==> src/design/npm_pkg.sv <==
package npm_pkg;

	localparam int MAX_PATTERN_DEF    = 16;
	localparam int POSITION_WIDTH_DEF = 32;

	localparam int BYTE_W      = 8;
	localparam int REG_W       = 64;
	localparam int PATTERN_W   = 2 * REG_W;
	localparam int LEN_W       = 5;
	localparam int MATCH_W     = 32;
	localparam int CFG_INDEX_W = 2;

	localparam logic [CFG_INDEX_W-1:0] REG_PATTERN_LOW  = CFG_INDEX_W'(0);
	localparam logic [CFG_INDEX_W-1:0] REG_PATTERN_HIGH = CFG_INDEX_W'(1);
	localparam logic [CFG_INDEX_W-1:0] REG_PATTERN_LEN  = CFG_INDEX_W'(2);

	localparam logic [LEN_W-1:0] LEN_RESET = LEN_W'(1);

	typedef struct packed {
		logic [PATTERN_W-1:0] pattern;
		logic [LEN_W-1:0]     length_eff;
	} cfg_t;

	typedef struct packed {
		logic               hit;
		logic [MATCH_W-1:0] start;
	} res_t;

endpackage

==> src/design/npm_cfg.sv <==
module npm_cfg #(
	parameter int MAX_PATTERN = npm_pkg::MAX_PATTERN_DEF
) (
	input  logic                            clk,
	input  logic                            arst_n,
	input  logic                            cfg_valid,
	input  logic                            cfg_ready,
	input  logic [npm_pkg::CFG_INDEX_W-1:0] cfg_index,
	input  logic [npm_pkg::REG_W-1:0]       cfg_data,
	output npm_pkg::cfg_t                   cfg
);
	import npm_pkg::*;

	logic [REG_W-1:0] pattern_low_q;
	logic [REG_W-1:0] pattern_high_q;
	logic [LEN_W-1:0] length_q;

	always_ff @(posedge clk or negedge arst_n) begin
		if (!arst_n) begin
			pattern_low_q  <= '0;
			pattern_high_q <= '0;
			length_q       <= LEN_RESET;
		end else if (cfg_valid && cfg_ready) begin
			case (cfg_index)
				REG_PATTERN_LOW:  pattern_low_q  <= cfg_data;
				REG_PATTERN_HIGH: pattern_high_q <= cfg_data;
				REG_PATTERN_LEN:  length_q       <= cfg_data[LEN_W-1:0];
				default: ;
			endcase
		end
	end

	// zero reads as one, anything beyond the window as the full window
	always_comb begin
		cfg.pattern = {pattern_high_q, pattern_low_q};
		if (length_q == '0)
			cfg.length_eff = LEN_W'(1);
		else if (length_q > LEN_W'(MAX_PATTERN))
			cfg.length_eff = LEN_W'(MAX_PATTERN);
		else
			cfg.length_eff = length_q;
	end

endmodule

==> src/design/npm_compare.sv <==
module npm_compare #(
	parameter int MAX_PATTERN = npm_pkg::MAX_PATTERN_DEF
) (
	input  logic [MAX_PATTERN-1:0][npm_pkg::BYTE_W-1:0] window,
	input  logic [npm_pkg::PATTERN_W-1:0]               pattern,
	input  logic [npm_pkg::LEN_W-1:0]                   length_eff,
	output logic                                        equal
);
	import npm_pkg::*;

	localparam int WIN_IDX_W = (MAX_PATTERN > 1) ? $clog2(MAX_PATTERN) : 1;

	logic [MAX_PATTERN-1:0] miss;

	// pattern byte i lines up with window entry length-1-i, newest at entry 0
	for (genvar i = 0; i < MAX_PATTERN; i++) begin : g_lane
		logic             active;
		logic [LEN_W-1:0] idx;
		logic [BYTE_W-1:0] win_byte;

		assign active   = LEN_W'(i) < length_eff;
		assign idx      = length_eff - LEN_W'(1) - LEN_W'(i);
		assign win_byte = window[idx[WIN_IDX_W-1:0]];
		assign miss[i]  = active && (win_byte != pattern[BYTE_W*i +: BYTE_W]);
	end

	assign equal = ~|miss;

endmodule

==> src/design/npm_stream.sv <==
module npm_stream #(
	parameter int MAX_PATTERN    = npm_pkg::MAX_PATTERN_DEF,
	parameter int POSITION_WIDTH = npm_pkg::POSITION_WIDTH_DEF
) (
	input  logic                       clk,
	input  logic                       arst_n,
	input  logic                       advance,
	input  logic [npm_pkg::BYTE_W-1:0] text_byte_s1,
	input  logic                       end_of_text_s1,
	input  npm_pkg::cfg_t              cfg,
	output npm_pkg::res_t              res
);
	import npm_pkg::*;

	localparam int CNT_W = $clog2(MAX_PATTERN + 1);
	localparam int SW    = (POSITION_WIDTH > MATCH_W) ? POSITION_WIDTH : MATCH_W;

	logic [MAX_PATTERN-1:0][BYTE_W-1:0] window_q;
	logic [MAX_PATTERN-1:0][BYTE_W-1:0] window_new;
	logic [POSITION_WIDTH-1:0]          pos_q;
	logic [CNT_W-1:0]                   cnt_q;
	logic [CNT_W-1:0]                   cnt_inc;
	logic [LEN_W-1:0]                   len_m1;
	logic [POSITION_WIDTH-1:0]          start_pos;
	logic [SW-1:0]                      start_ext;
	logic                               equal;
	logic                               hit;

	assign window_new[0] = text_byte_s1;
	for (genvar j = 1; j < MAX_PATTERN; j++) begin : g_shift
		assign window_new[j] = window_q[j-1];
	end

	npm_compare #(
		.MAX_PATTERN(MAX_PATTERN)
	) u_compare (
		.window    (window_new),
		.pattern   (cfg.pattern),
		.length_eff(cfg.length_eff),
		.equal     (equal)
	);

	// bytes since the last match, saturating at the window depth
	assign cnt_inc = (cnt_q < CNT_W'(MAX_PATTERN)) ? cnt_q + CNT_W'(1) : cnt_q;
	assign hit     = equal && (LEN_W'(cnt_inc) >= cfg.length_eff);

	assign len_m1    = cfg.length_eff - LEN_W'(1);
	assign start_pos = (pos_q >= POSITION_WIDTH'(len_m1)) ?
	                   pos_q - POSITION_WIDTH'(len_m1) : '0;
	assign start_ext = SW'(start_pos);

	assign res.hit   = hit;
	assign res.start = start_ext[MATCH_W-1:0];

	always_ff @(posedge clk or negedge arst_n) begin
		if (!arst_n) begin
			window_q <= '0;
			pos_q    <= '0;
			cnt_q    <= '0;
		end else if (advance) begin
			if (end_of_text_s1) begin
				window_q <= '0;
				pos_q    <= '0;
				cnt_q    <= '0;
			end else begin
				window_q <= window_new;
				if (pos_q != '1)
					pos_q <= pos_q + POSITION_WIDTH'(1);
				cnt_q <= hit ? '0 : cnt_inc;
			end
		end
	end

endmodule

==> src/design/nonoverlapping_pattern_matcher_core.sv <==
// channel   | handshake                 | payload
// text      | text_valid / text_stall   | text_byte, end_of_text
// match     | match_valid / match_stall | match_start
// cfg       | cfg_valid / cfg_ready     | cfg_index, cfg_data
//
// one byte per cycle while no result is held; a match passes byte then result register
// the byte register feeds the window compare and result register in a single stage
// text_stall rises only while the byte register is full and the result is held
// cfg_ready is always high; writes land at once and apply from the next byte
// asynchronous reset clears the window, position, byte count and pattern length to one
module nonoverlapping_pattern_matcher_core #(
	parameter int MAX_PATTERN    = npm_pkg::MAX_PATTERN_DEF,
	parameter int POSITION_WIDTH = npm_pkg::POSITION_WIDTH_DEF
) (
	input  logic                            clk,
	input  logic                            arst_n,
	input  logic                            text_valid,
	output logic                            text_stall,
	input  logic [npm_pkg::BYTE_W-1:0]      text_byte,
	input  logic                            end_of_text,
	output logic                            match_valid,
	input  logic                            match_stall,
	output logic [npm_pkg::MATCH_W-1:0]     match_start,
	input  logic                            cfg_valid,
	output logic                            cfg_ready,
	input  logic [npm_pkg::CFG_INDEX_W-1:0] cfg_index,
	input  logic [npm_pkg::REG_W-1:0]       cfg_data
);
	import npm_pkg::*;

	cfg_t               cfg;
	res_t               res;
	logic               valid_s1;
	logic [BYTE_W-1:0]  text_byte_s1;
	logic               end_of_text_s1;
	logic               match_valid_q;
	logic [MATCH_W-1:0] match_start_q;
	logic               out_free;
	logic               advance;
	logic               text_xfer;

	assign cfg_ready = 1'b1;

	npm_cfg #(
		.MAX_PATTERN(MAX_PATTERN)
	) u_cfg (
		.clk      (clk),
		.arst_n   (arst_n),
		.cfg_valid(cfg_valid),
		.cfg_ready(cfg_ready),
		.cfg_index(cfg_index),
		.cfg_data (cfg_data),
		.cfg      (cfg)
	);

	// result register can take a new value when empty or being drained
	assign out_free   = !match_valid_q || !match_stall;
	assign advance    = valid_s1 && out_free;
	assign text_stall = valid_s1 && !out_free;
	assign text_xfer  = text_valid && !text_stall;

	always_ff @(posedge clk or negedge arst_n) begin
		if (!arst_n)
			valid_s1 <= 1'b0;
		else
			valid_s1 <= text_xfer || (valid_s1 && !advance);
	end

	always_ff @(posedge clk) begin
		if (text_xfer) begin
			text_byte_s1   <= text_byte;
			end_of_text_s1 <= end_of_text;
		end
	end

	npm_stream #(
		.MAX_PATTERN   (MAX_PATTERN),
		.POSITION_WIDTH(POSITION_WIDTH)
	) u_stream (
		.clk           (clk),
		.arst_n        (arst_n),
		.advance       (advance),
		.text_byte_s1  (text_byte_s1),
		.end_of_text_s1(end_of_text_s1),
		.cfg           (cfg),
		.res           (res)
	);

	always_ff @(posedge clk or negedge arst_n) begin
		if (!arst_n)
			match_valid_q <= 1'b0;
		else if (out_free)
			match_valid_q <= advance && res.hit;
	end

	always_ff @(posedge clk) begin
		if (advance && res.hit)
			match_start_q <= res.start;
	end

	assign match_valid = match_valid_q;
	assign match_start = match_start_q;

endmodule

==> config.mk <==
export PLATFORM = sky130hd
export DESIGN_NAME = nonoverlapping_pattern_matcher_core
export DESIGN_NICKNAME = d
export VERILOG_FILES = /design/src/design/npm_pkg.sv /design/src/design/npm_cfg.sv /design/src/design/npm_compare.sv /design/src/design/npm_stream.sv /design/src/design/nonoverlapping_pattern_matcher_core.sv
export SDC_FILE = /design/constraint.sdc
export NUM_CORES = 1
export LEC_CHECK = 0
export BUFFER_PORTS_ARGS = -buffer_cell sky130_fd_sc_hd__buf_2
export CORE_UTILIZATION = 50
export DETAILED_ROUTE_END_ITERATION = 8
export GPL_TIMING_DRIVEN = 0
export PLACE_DENSITY = 0.64
export SLEW_MARGIN = 15
export SYNTH_ARGS = -nofsm -noshare
export SYNTH_HDL_FRONTEND = slang
export SYNTH_SLANG_ARGS = --single-unit
==> constraint.sdc <==
create_clock -name clk -period 8 [get_ports clk]
set_input_delay 0.8 -clock clk [delete_from_list [all_inputs] [get_ports clk]]
set_output_delay 0.8 -clock clk [all_outputs]
set_load 0.05 [all_outputs]
Word-level counts from Yosys, hierarchy flattened. Cells that the tools add are included.

Word-level logic and storage cells: 177. Register bits after elaboration: 333.

Muxes and demuxes: 40. Reductions and logical operators: 38. $lt $le $gt $ge: 36. Equal/unequal tests: 19. Add/subtract/negate cells: 19.

Operator list (count): $bmux W8 S4 (16); $mux W8 (16); $ne A8 B8 Y1 (16); $mux W120 (1); $lt A4 B5 Y1 const B (16); $mux W32 (2); $lt A4 B5 Y1 const A (8); $add A32 B1 Y32 const B (1); $ge A32 B5 Y1 (1); $ne A32 B32 Y1 const B (1); $sub A32 B5 Y32 (1); $sub A4 B4 Y4 const B (8); $mux W5 (5); $logic_and A1 B1 Y1 (22); $lt A3 B5 Y1 const A (4); $reduce_or A16 Y1 (1); $sub A4 B3 Y4 const B (4); $lt A1 B5 Y1 const A (2); $lt A2 B5 Y1 const A (2); $reduce_and A2 Y1 (4); $sub A4 B2 Y4 const B (2); $logic_not A1 Y1 (6); $add A5 B1 Y5 const B (1); $ge A5 B5 Y1 (1); other kinds (10) (11).

Depth between registers and ports, before layout. Gate-level depths: netlist (run 1).

Depth in word-level cells: 14. Gate-level depth with buffers: 24. Gate-level depth less buffers: 16.

Modules after synthesis. From an unflattened synthesis (run 1), not the netlist that was laid out.

Cell total of the unflattened synthesis: 2191. Area total of the unflattened synthesis: 24263.3 um^2.

By module, submodules not included: npm_compare (seq. area each 0.0 um^2, instances 1, cells an instance 912, area each 9041.2 um^2); npm_stream (seq. area each 3928.8 um^2, instances 1, cells an instance 935, area each 8316.7 um^2); npm_cfg (seq. area each 3329.4 um^2, instances 1, cells an instance 290, area each 5564.1 um^2); nonoverlapping_pattern_matcher_core (seq. area each 1281.2 um^2, instances 1, cells an instance 54, area each 1341.3 um^2).

Least setup slack after synthesis (run 1). No wires, ideal clock.

Path kind: reg-to-reg. Start point: register u_cfg.length_q[3]. End point: register match_start_q[0], in the netlist match_start[0], enable pin. Clock period less this slack: 7.275 ns. Required time: 7.575 ns. Setup slack: 0.725 ns. Data arrival time: 6.851 ns. Setup time: 0.425 ns. Stages on the path, launching flop included: 22. Cells stage by stage: dfrtp_1 > buf_6 > or4_4 > nand2_4 > inv_4 > buf_2 > buf_1 > clkbuf_1 > ha_1 > clkbuf_1 > inv_1 > or4_1 > a21boi_1 > nor2_1 > clkbuf_1 > a221oi_1 > xnor2_1 > nor4_1 > a22oi_1 > or4_4 > a2111oi_4 > nor2b_1.

Word-level cells in the longest chain between the ends: 13. Elaborated cells on any way between the ends: 105. Classes of those cells: add/sub: 16; order compare: 18; eq/ne: 16; mux: 34; reduce/logical: 21.

Ends and longest elaborated chain: start, declared (RTL line npm_cfg.sv:16) `logic [LEN_W-1:0] length_q;`; start signal, assigned (RTL line npm_cfg.sv:27) `REG_PATTERN_LEN: length_q <= cfg_data[LEN_W-1:0];`; $gt A5 B5 Y1 (RTL line npm_cfg.sv:38) `else if (length_q > LEN_W'(MAX_PATTERN))`; $mux W5 (RTL line npm_cfg.sv:38); $mux W5 * (RTL line npm_cfg.sv:36) `if (length_q == '0)`; $sub A5 B1 Y5; $sub A4 B1 Y4, or another cell as far along (RTL line npm_compare.sv:22) `assign idx = length_eff - LEN_W'(1) - LEN_W'(i);`; $bmux W8 S4 (RTL line npm_compare.sv:23) `assign win_byte = window[idx[WIN_IDX_W-1:0]];`; $mux W8 (implied by the code) (RTL line npm_compare.sv:23); $ne A8 B8 Y1 (RTL line npm_compare.sv:24) `assign miss[i] = active && (win_byte != pattern[BYTE_W*i +: BYTE_W]);`; $logic_and A1 B1 Y1 (RTL line npm_compare.sv:24); $reduce_or A16 Y1 (RTL line npm_compare.sv:27) `assign equal = ~|miss;`; $logic_not A1 Y1 (RTL line npm_compare.sv:27); $logic_and A1 B1 Y1 * (RTL line npm_stream.sv:45) `assign hit = equal && (LEN_W'(cnt_inc) >= cfg.length_eff);`; $logic_and A1 B1 Y1 * (RTL line nonoverlapping_pattern_matcher_core.sv:97) `if (advance && res.hit)`; end signal, assigned (RTL line nonoverlapping_pattern_matcher_core.sv:98) `match_start_q <= res.start;`; end, declared (RTL line nonoverlapping_pattern_matcher_core.sv:37) `logic [MATCH_W-1:0] match_start_q;`.

Every way passes the cells marked *; elsewhere a longest branch is shown, timed or not. The select of a mux whose other input is x is not followed. A chain may end at the register's enable or synchronous reset.

Worst setup path in the final report (run 1).
Start point: register u_cfg.length_q[1]. End point: register match_start_q[27], in the netlist match_start[27], enable pin.

Same word-level chain as after synthesis.

==> run summary, run 1 <==
Status -> complete, no violations
Post-synth cell types -> 77
Starting density of the core -> 50.63%
Global-route wire length before repair -> 129600 um
CP endpoint kind -> register
Setup Viol. Count Final -> 0
Fillers -> 3899
Max stage delay on crit path -> 0.89 ns
Mapped Nets -> 2292
Internal -> 4.041 mW
CTS tree -> built
Post-synthesis mux area share -> 24.63%
Port-buffer cells -> 113
Critical path class -> register to register
Global placement routability congestion -> 1.076
Final nets -> 2451
Setup Skew -> 0.02172 ns
DRC viols -> 0
Static leakage -> 10.28 nW
Synth-to-Final Area Change -> 12.36%
FF+latch area -> 8539 um2
Simple logic cell fraction of the synthesized area -> 13.28%
Die height -> 213.6 um
Gate power share -> 43.1%
Setup crit start -> u_cfg.length_q[1]
Global route overflow -> 0
TritonCTS buffer count -> 38
Top cell by count, worst path -> clkbuf_1
Die ar. -> 45630 um2
Yosys warning total -> 0
WP data arrival -> 7.97 ns
Antenna violations before repair -> 2
Synthesized area -> 22390 um2
Top post-synthesis cells by area -> dfrtp_1, mux4_2, mux2_2, mux2i_1, nand2_1
Clock buffer depth -> 3
Pwr per Cell Area -> 266.2 nW/um2
Core Area -> 44220 um2
Slew @ Worst Pin -> 1.182 ns
DP Wirelength -> 69560 um
Worst Path Max Fanout -> 31
Yosys top cell by area -> dfrtp_1
Fin crit period -> 7.712 ns
Switching share of power -> 39.65%
Max-Cap Viols -> 0
Flop pwr share -> 30.3%
# diodes -> 0
Non-filler instance count after layout -> 2982
Clock sink count -> 333
Worst vdd ir -> 0.2053 mV
RR Startpoint -> u_cfg.length_q[1]
Clock Power Share -> 26.7%
Hold Vio Cnt, Final -> 0
Setup ws final -> 0.2877 ns
Ys async rst share -> 87.69%
Reg-to-reg slack, setup -> 0.29 ns
Slew Limit Fails -> 0
First-pass DRT Iterations -> 6
TNS Setup -> 0 ns
Worst setup SP type -> register
Crit-path slowest cell -> clkbuf_1
Post-synth EDFFs -> 41
Max Fclk -> 129.7 MHz
Synth Register Bits -> 333
Min-Delay Path Class -> primary input to register
Register area share after synthesis -> 38.14%
Root Buffer -> clkbuf_16
Clk Latency, worst-skew pair -> 0.57 ns
RSZ-0062 raised after global routing -> false
Worst path cell trace -> clkbuf_1 -> nor2b_1 -> clkbuf_2 -> inv_1 -> clkbuf_1 -> clkbuf_2 -> ha_1 -> clkbuf_1 -> clkbuf_1 -> mux4_2 -> a22oi_1 -> nand2_1 -> xor2_1 -> nor4_1 -> nand2_1 -> o41ai_1 -> nand4_1 -> a2111oi_4 -> buf_4 -> nor2b_4 -> buf_12
Pin count of the biggest net entering global routing -> 100
GRT Total Usage -> 39.94%
Hold Path End -> text_byte_s1[5]
Htree depth -> 2
ANT nets after route -> 0
Sw Pwr -> 2.655 mW
DRT iter0 DRCs -> 2282
Tot Pwr -> 6.695 mW
Ratio of cells with drive above 1 in the final layout -> 20.54%
Vias per cell -> 6.599
Hold_sp -> text_byte[5]
Most used DFF post-synth -> dfrtp_1
Worst slew margin -> 20.45%
Hold_ws -> 0.4010 ns
Worst r2r dst -> match_start[27]
Main combinational cell family by area after synthesis -> multiplexers
WP data required -> 8.26 ns
Top Ports -> 115
Vias -> 19.68k
CTS clk-pin slew, worst paths -> 0.07 ns
Syn Inst Count -> 2201
Worst Hold Depth -> 1
Die Wd -> 213.6 um
Crit share post-route -> 96.40%
Number of global-route vias before repair -> 19.02k
Synthesized area per cell -> 10.17 um2
Yosys top cell area share -> 32.52%
Dpl cells -> 2910
Reg2Reg Depth -> 21
Final WL -> 90060 um
Synth Area in XOR/XNOR -> 7.281%
Synth Area in Compound Gates -> 12.36%
Adder-cell share of the synthesized area -> 0.7544%
Drt wl/cell -> 30.20 um
Setup WS pre-CTS -> -0.3530 ns
Row count -> 77
Multi-input combinational cell area -> 13100 um2
Yosys cell counts, types with 17 or more instances:
cell type	count
a22oi_1	36
xor2_1	84
xnor2_1	97
nor2_1	87
clkbuf_1	138
a221oi_1	17
o21ai_0	174
nor4_1	27
dfrtp_1	291
mux4_2	104
nand4_1	34
edfxtp_1	41
nor3_1	28
mux2_2	143
a21oi_1	45
o221ai_1	35
mux2i_1	156
nand2_1	360
nand3_1	23
or3_1	20
a22o_1	20
how the worst max path moves through the flow:
stage                                 end  cells past startpoint
after floorplan            match_start[0]                     21
after global placement     match_start[3]                     23
after detailed placement   match_start[3]                     22
after CTS                 match_start[27]                     23
after global routing       match_start[3]                     23
final                     match_start[27]                     21
layout by cell type, fill, tap and decap left out, drive strengths merged, types with 13 or more instances in the layout:
cell type,instances
a221oi,17
a21oi,45
buf,154
or4,13
dfrtp,291
mux4,104
mux2i,156
nor3,29
nor2,87
inv,19
nand2,362
nand3,23
clkbuf,194
a22oi,36
a22o,20
nand4,34
o31ai,16
edfxtp,41
or3,20
mux2,143
o221ai,35
o21ai,180
or2,13
xnor2,97
xor2,84
nor4,27
metal layers:
| layer | global-route usage (%) | vias to the layer above | routed length, um |
|---|---|---|---|
| met1 | 50.27 | 9817 | 34530 |
| met5 | 0 | - | 12 |
| li1 | - | 8460 | - |
| met4 | 25.22 | 2 | 6410 |
| met2 | 60.03 | 1117 | 39270 |
| met3 | 12.05 | 282 | 9841 |
what timing repair did:
item                                    in CTS  in global routing
endpoints found under the hold margin        4                  0
pin swaps                                    1                  0
endpoints found under the setup margin      32                 38
buffers inserted                             2                  0
hold buffers                                 1                  0
cloned                                       0                  0
resized for setup                            5                 16
power by group through the flow:
stage	combinational [mW]	sequential [mW]	clock, mW
floorplan	1.97	1.98	0
global placement	2.76	2.05	0
detailed placement	2.80	2.05	0
CTS	2.81	2.02	1.81
global route	3.04	2.04	1.87
finish	2.88	2.03	1.78
registers in the layout, summed over array words and instances, names as in the netlist:
name,cells
u_stream.pos_q,32
u_stream.cnt_q,5
u_stream.window_new,120
text_byte_s1,8
match_start,32
match_valid,1
u_cfg.length_q,5
end_of_text_s1,1
valid_s1,1
u_cfg.pattern_high_q,64
u_cfg.pattern_low_q,64
kinds of logic (layout without fill, tap and decap cells):
logic type / Yosys count / in the layout
and+or+nand+nor: 653 / 653
buffers and inverters: 192 / 381
xor gates and xnor gates: 183 / 183
DFF: 333 / 333
muxes: 403 / 403
adders and majority gates: 14 / 14
AOI/OAI and AO/OA: 422 / 422
other: 1 / 1
critical path, delay by kind of cell, from the launching register on:
kind | cells | cell delay (ns)
DFF | 1 | 0.40
buffers and inverters | 9 | 3.47
muxes | 1 | 0.58
and+or+nand+nor | 6 | 1.26
xor gates and xnor gates | 1 | 0.16
AOI/OAI and AO/OA | 3 | 0.94
adders and majority gates | 1 | 0.51
per-stage QoR:
stage          utilization, %  area, um2
2_1_floorplan               -      22390
3_3_place_gp            53.59      23700
3_5_place_dp            53.87      23820
4_1_cts                 56.85      25140
5_1_grt                 56.89      25160
6_report                56.89      25160
area by class of cell:
class / instances / share of cell area, %
well taps: 592 / 2.944
repair buffers: 120 / 2.795
multi-input cells: 1676 / 52.06
flip-flops and latches: 333 / 33.95
plain buffers: 174 / 2.939
inverters: 17 / 0.2636
clock inverters: 14 / 0.6018
clock buffers: 56 / 4.451
(Power assumes the default switching activity.)
==> run 2: changes to the inputs <==
--- a/config.mk
+++ b/config.mk
@@ -6,6 +6,7 @@
 export NUM_CORES = 1
 export LEC_CHECK = 0
 export BUFFER_PORTS_ARGS = -buffer_cell sky130_fd_sc_hd__buf_2
+export CORE_ASPECT_RATIO = 1.25
 export CORE_UTILIZATION = 50
 export DETAILED_ROUTE_END_ITERATION = 8
 export GPL_TIMING_DRIVEN = 0
==> constraint.sdc (replaced) <==
create_clock -name clk -period 8.5 [get_ports clk]
set_input_delay 0.85 -clock clk [delete_from_list [all_inputs] [get_ports clk]]
set_output_delay 0.85 -clock clk [all_outputs]
set_load 0.05 [all_outputs]
==> run summary, run 2 (same netlist as run 1, synthesis figures left out) <==
Status -> complete, no violations
CTS tree -> built
Max stage delay on crit path -> 0.78 ns
TritonCTS buffer count -> 38
CP endpoint kind -> register
Pwr per Cell Area -> 251.5 nW/um2
Setup WS pre-CTS -> 0.2008 ns
Slew @ Worst Pin -> 1.145 ns
Worst path cell trace -> clkbuf_1 -> nor2b_1 -> clkbuf_1 -> inv_1 -> clkbuf_1 -> clkbuf_2 -> ha_1 -> clkbuf_1 -> inv_1 -> o31ai_1 -> a21oi_1 -> nor2_1 -> buf_1 -> mux2i_1 -> xor2_1 -> nor3_1 -> a31oi_1 -> nor4_1 -> o21ai_0 -> a2111oi_4 -> nor2b_4 -> buf_12
Vias per cell -> 6.634
GRT Total Usage -> 40.25%
Post-CTS Resized -> 0
Starting density of the core -> 50.75%
Flop pwr share -> 30.1%
Number of global-route vias before repair -> 19.05k
Sw Pwr -> 2.517 mW
Clk Latency, worst-skew pair -> 0.59 ns
Crit share post-route -> 96.92%
CTS Hold Buffers Added -> 0
Crit-path slowest cell -> nor4_1
DRC viols -> 0
Min-Delay Path Class -> primary input to async pin
Vias -> 19.64k
Max FFs per register -> 120
Htree depth -> 2
Max Fclk -> 121.4 MHz
Slew Limit Fails -> 0
Fin crit period -> 8.238 ns
Row count -> 86
DRT iter0 DRCs -> 1972
Tot Pwr -> 6.307 mW
Worst slew margin -> 22.94%
Reg-to-reg slack, setup -> 0.26 ns
Pin count of the biggest net entering global routing -> 102
WP data arrival -> 8.50 ns
Worst setup SP type -> register
Core Area -> 44120 um2
Gate power share -> 42.9%
Root Buffer -> clkbuf_16
Final nets -> 2449
Setup Viol. Count Final -> 0
Non-filler instance count after layout -> 2960
Static leakage -> 10.25 nW
Post-CTS Setup Bufs -> 0
Synth-to-Final Area Change -> 12.02%
CTS clk-pin slew, worst paths -> 0.06 ns
Max-Cap Viols -> 0
WP data required -> 8.76 ns
Switching share of power -> 39.91%
Clock buffer depth -> 3
Final WL -> 91010 um
Global-route wire length before repair -> 130800 um
Worst r2r dst -> match_start[4]
Clock Power Share -> 27.0%
RSZ-0062 raised after global routing -> false
Die Wd -> 191.3 um
Worst Path Max Fanout -> 32
Drt wl/cell -> 30.75 um
DP Wirelength -> 70230 um
Ratio of cells with drive above 1 in the final layout -> 20.39%
Reg2Reg Depth -> 22
Setup ws final -> 0.2618 ns
# diodes -> 0
Buffers and inverters on the worst path -> 9
Delay-heaviest family, CP -> buffers and inverters
Clock sink count -> 333
Die ar. -> 45640 um2
Critical path class -> register to register
Port-buffer cells -> 113
Setup Skew -> 0.03472 ns
Die height -> 238.6 um
Global placement routability congestion -> 1.050
Top Ports -> 115
First-pass DRT Iterations -> 5
RR Startpoint -> u_cfg.length_q[1]
Antenna violations before repair -> 2
Internal -> 3.790 mW
Dpl cells -> 2890
Hold Vio Cnt, Final -> 0
Fin util -> 56.85%
Top cell by count, worst path -> clkbuf_1
Most frequent cells in the layout -> nand2_1, dfrtp_1, o21ai_0
Global route overflow -> 0
Worst vdd ir -> 0.2038 mV
Commonest non-fill, non-tap cell in the layout -> nand2_1
ANT nets after route -> 0
## run 2: cell types whose count changed in the layout (fill, tap and decap cells not counted), sizes merged
| cell | previous run | this run |
|---|---|---|
| buf | 154 | 152 |
| clkbuf | 194 | 192 |
| clkinvlp | 0 | 2 |
| clkdlybuf4s15 | 1 | 0 |
| clkinv | 10 | 11 |
| dlygate4sd3 | 1 | 0 |
| inv | 19 | 20 |
## run 2: per-layer routing
layer / GRT usage [%] / vias up / part of all wire [%]
li1: - / 8454 / -
met1: 48.06 / 9857 / 37
met2: 62.62 / 1008 / 46
met3: 8.632 / 314 / 8.2
met4: 32.35 / 4 / 9.5
met5: 0 / - / 0.029
## run 2: worst max path at each step
stage,cells past startpoint,start,end
CTS,24,u_cfg.length_q[0],match_start[4]
detailed placement,24,u_cfg.length_q[0],match_start[0]
floorplan,21,u_cfg.length_q[3],match_start[0]
finish,22,u_cfg.length_q[1],match_start[4]
global placement,22,u_cfg.length_q[1],match_start[2]
global route,21,u_cfg.length_q[1],match_start[0]
## run 2: per-stage QoR
step                      area (um2)  TNS, ns  hold slack (ns)
final                          25080        0           0.1783
after global routing           25080        0           0.2078
after CTS                      25060        0           0.1918
after detailed placement       23790        0           0.5175
after global placement         23670   -48.52           0.5083
after floorplan                22390        0           0.4823
## run 2: power groups by stage
stage | clock network [mW] | logic (mW) | registers [mW]
after floorplan | 0 | 1.86 | 1.87
after global placement | 0 | 2.59 | 1.92
after detailed placement | 0 | 2.62 | 1.92
after CTS | 1.72 | 2.63 | 1.89
after global routing | 1.78 | 2.84 | 1.91
final | 1.70 | 2.71 | 1.90
## run 2: cell type report
type / count / area (um2)
plain buffers: 175 / 734.5
clock buffers: 52 / 1095
clock inverters: 18 / 177.7
fillers: 3888 / 19040
inverters: 17 / 66.31
multi-input cells: 1676 / 13080
flip-flops and latches: 333 / 8539
well taps: 572 / 715.7
repair buffers: 117 / 678.2
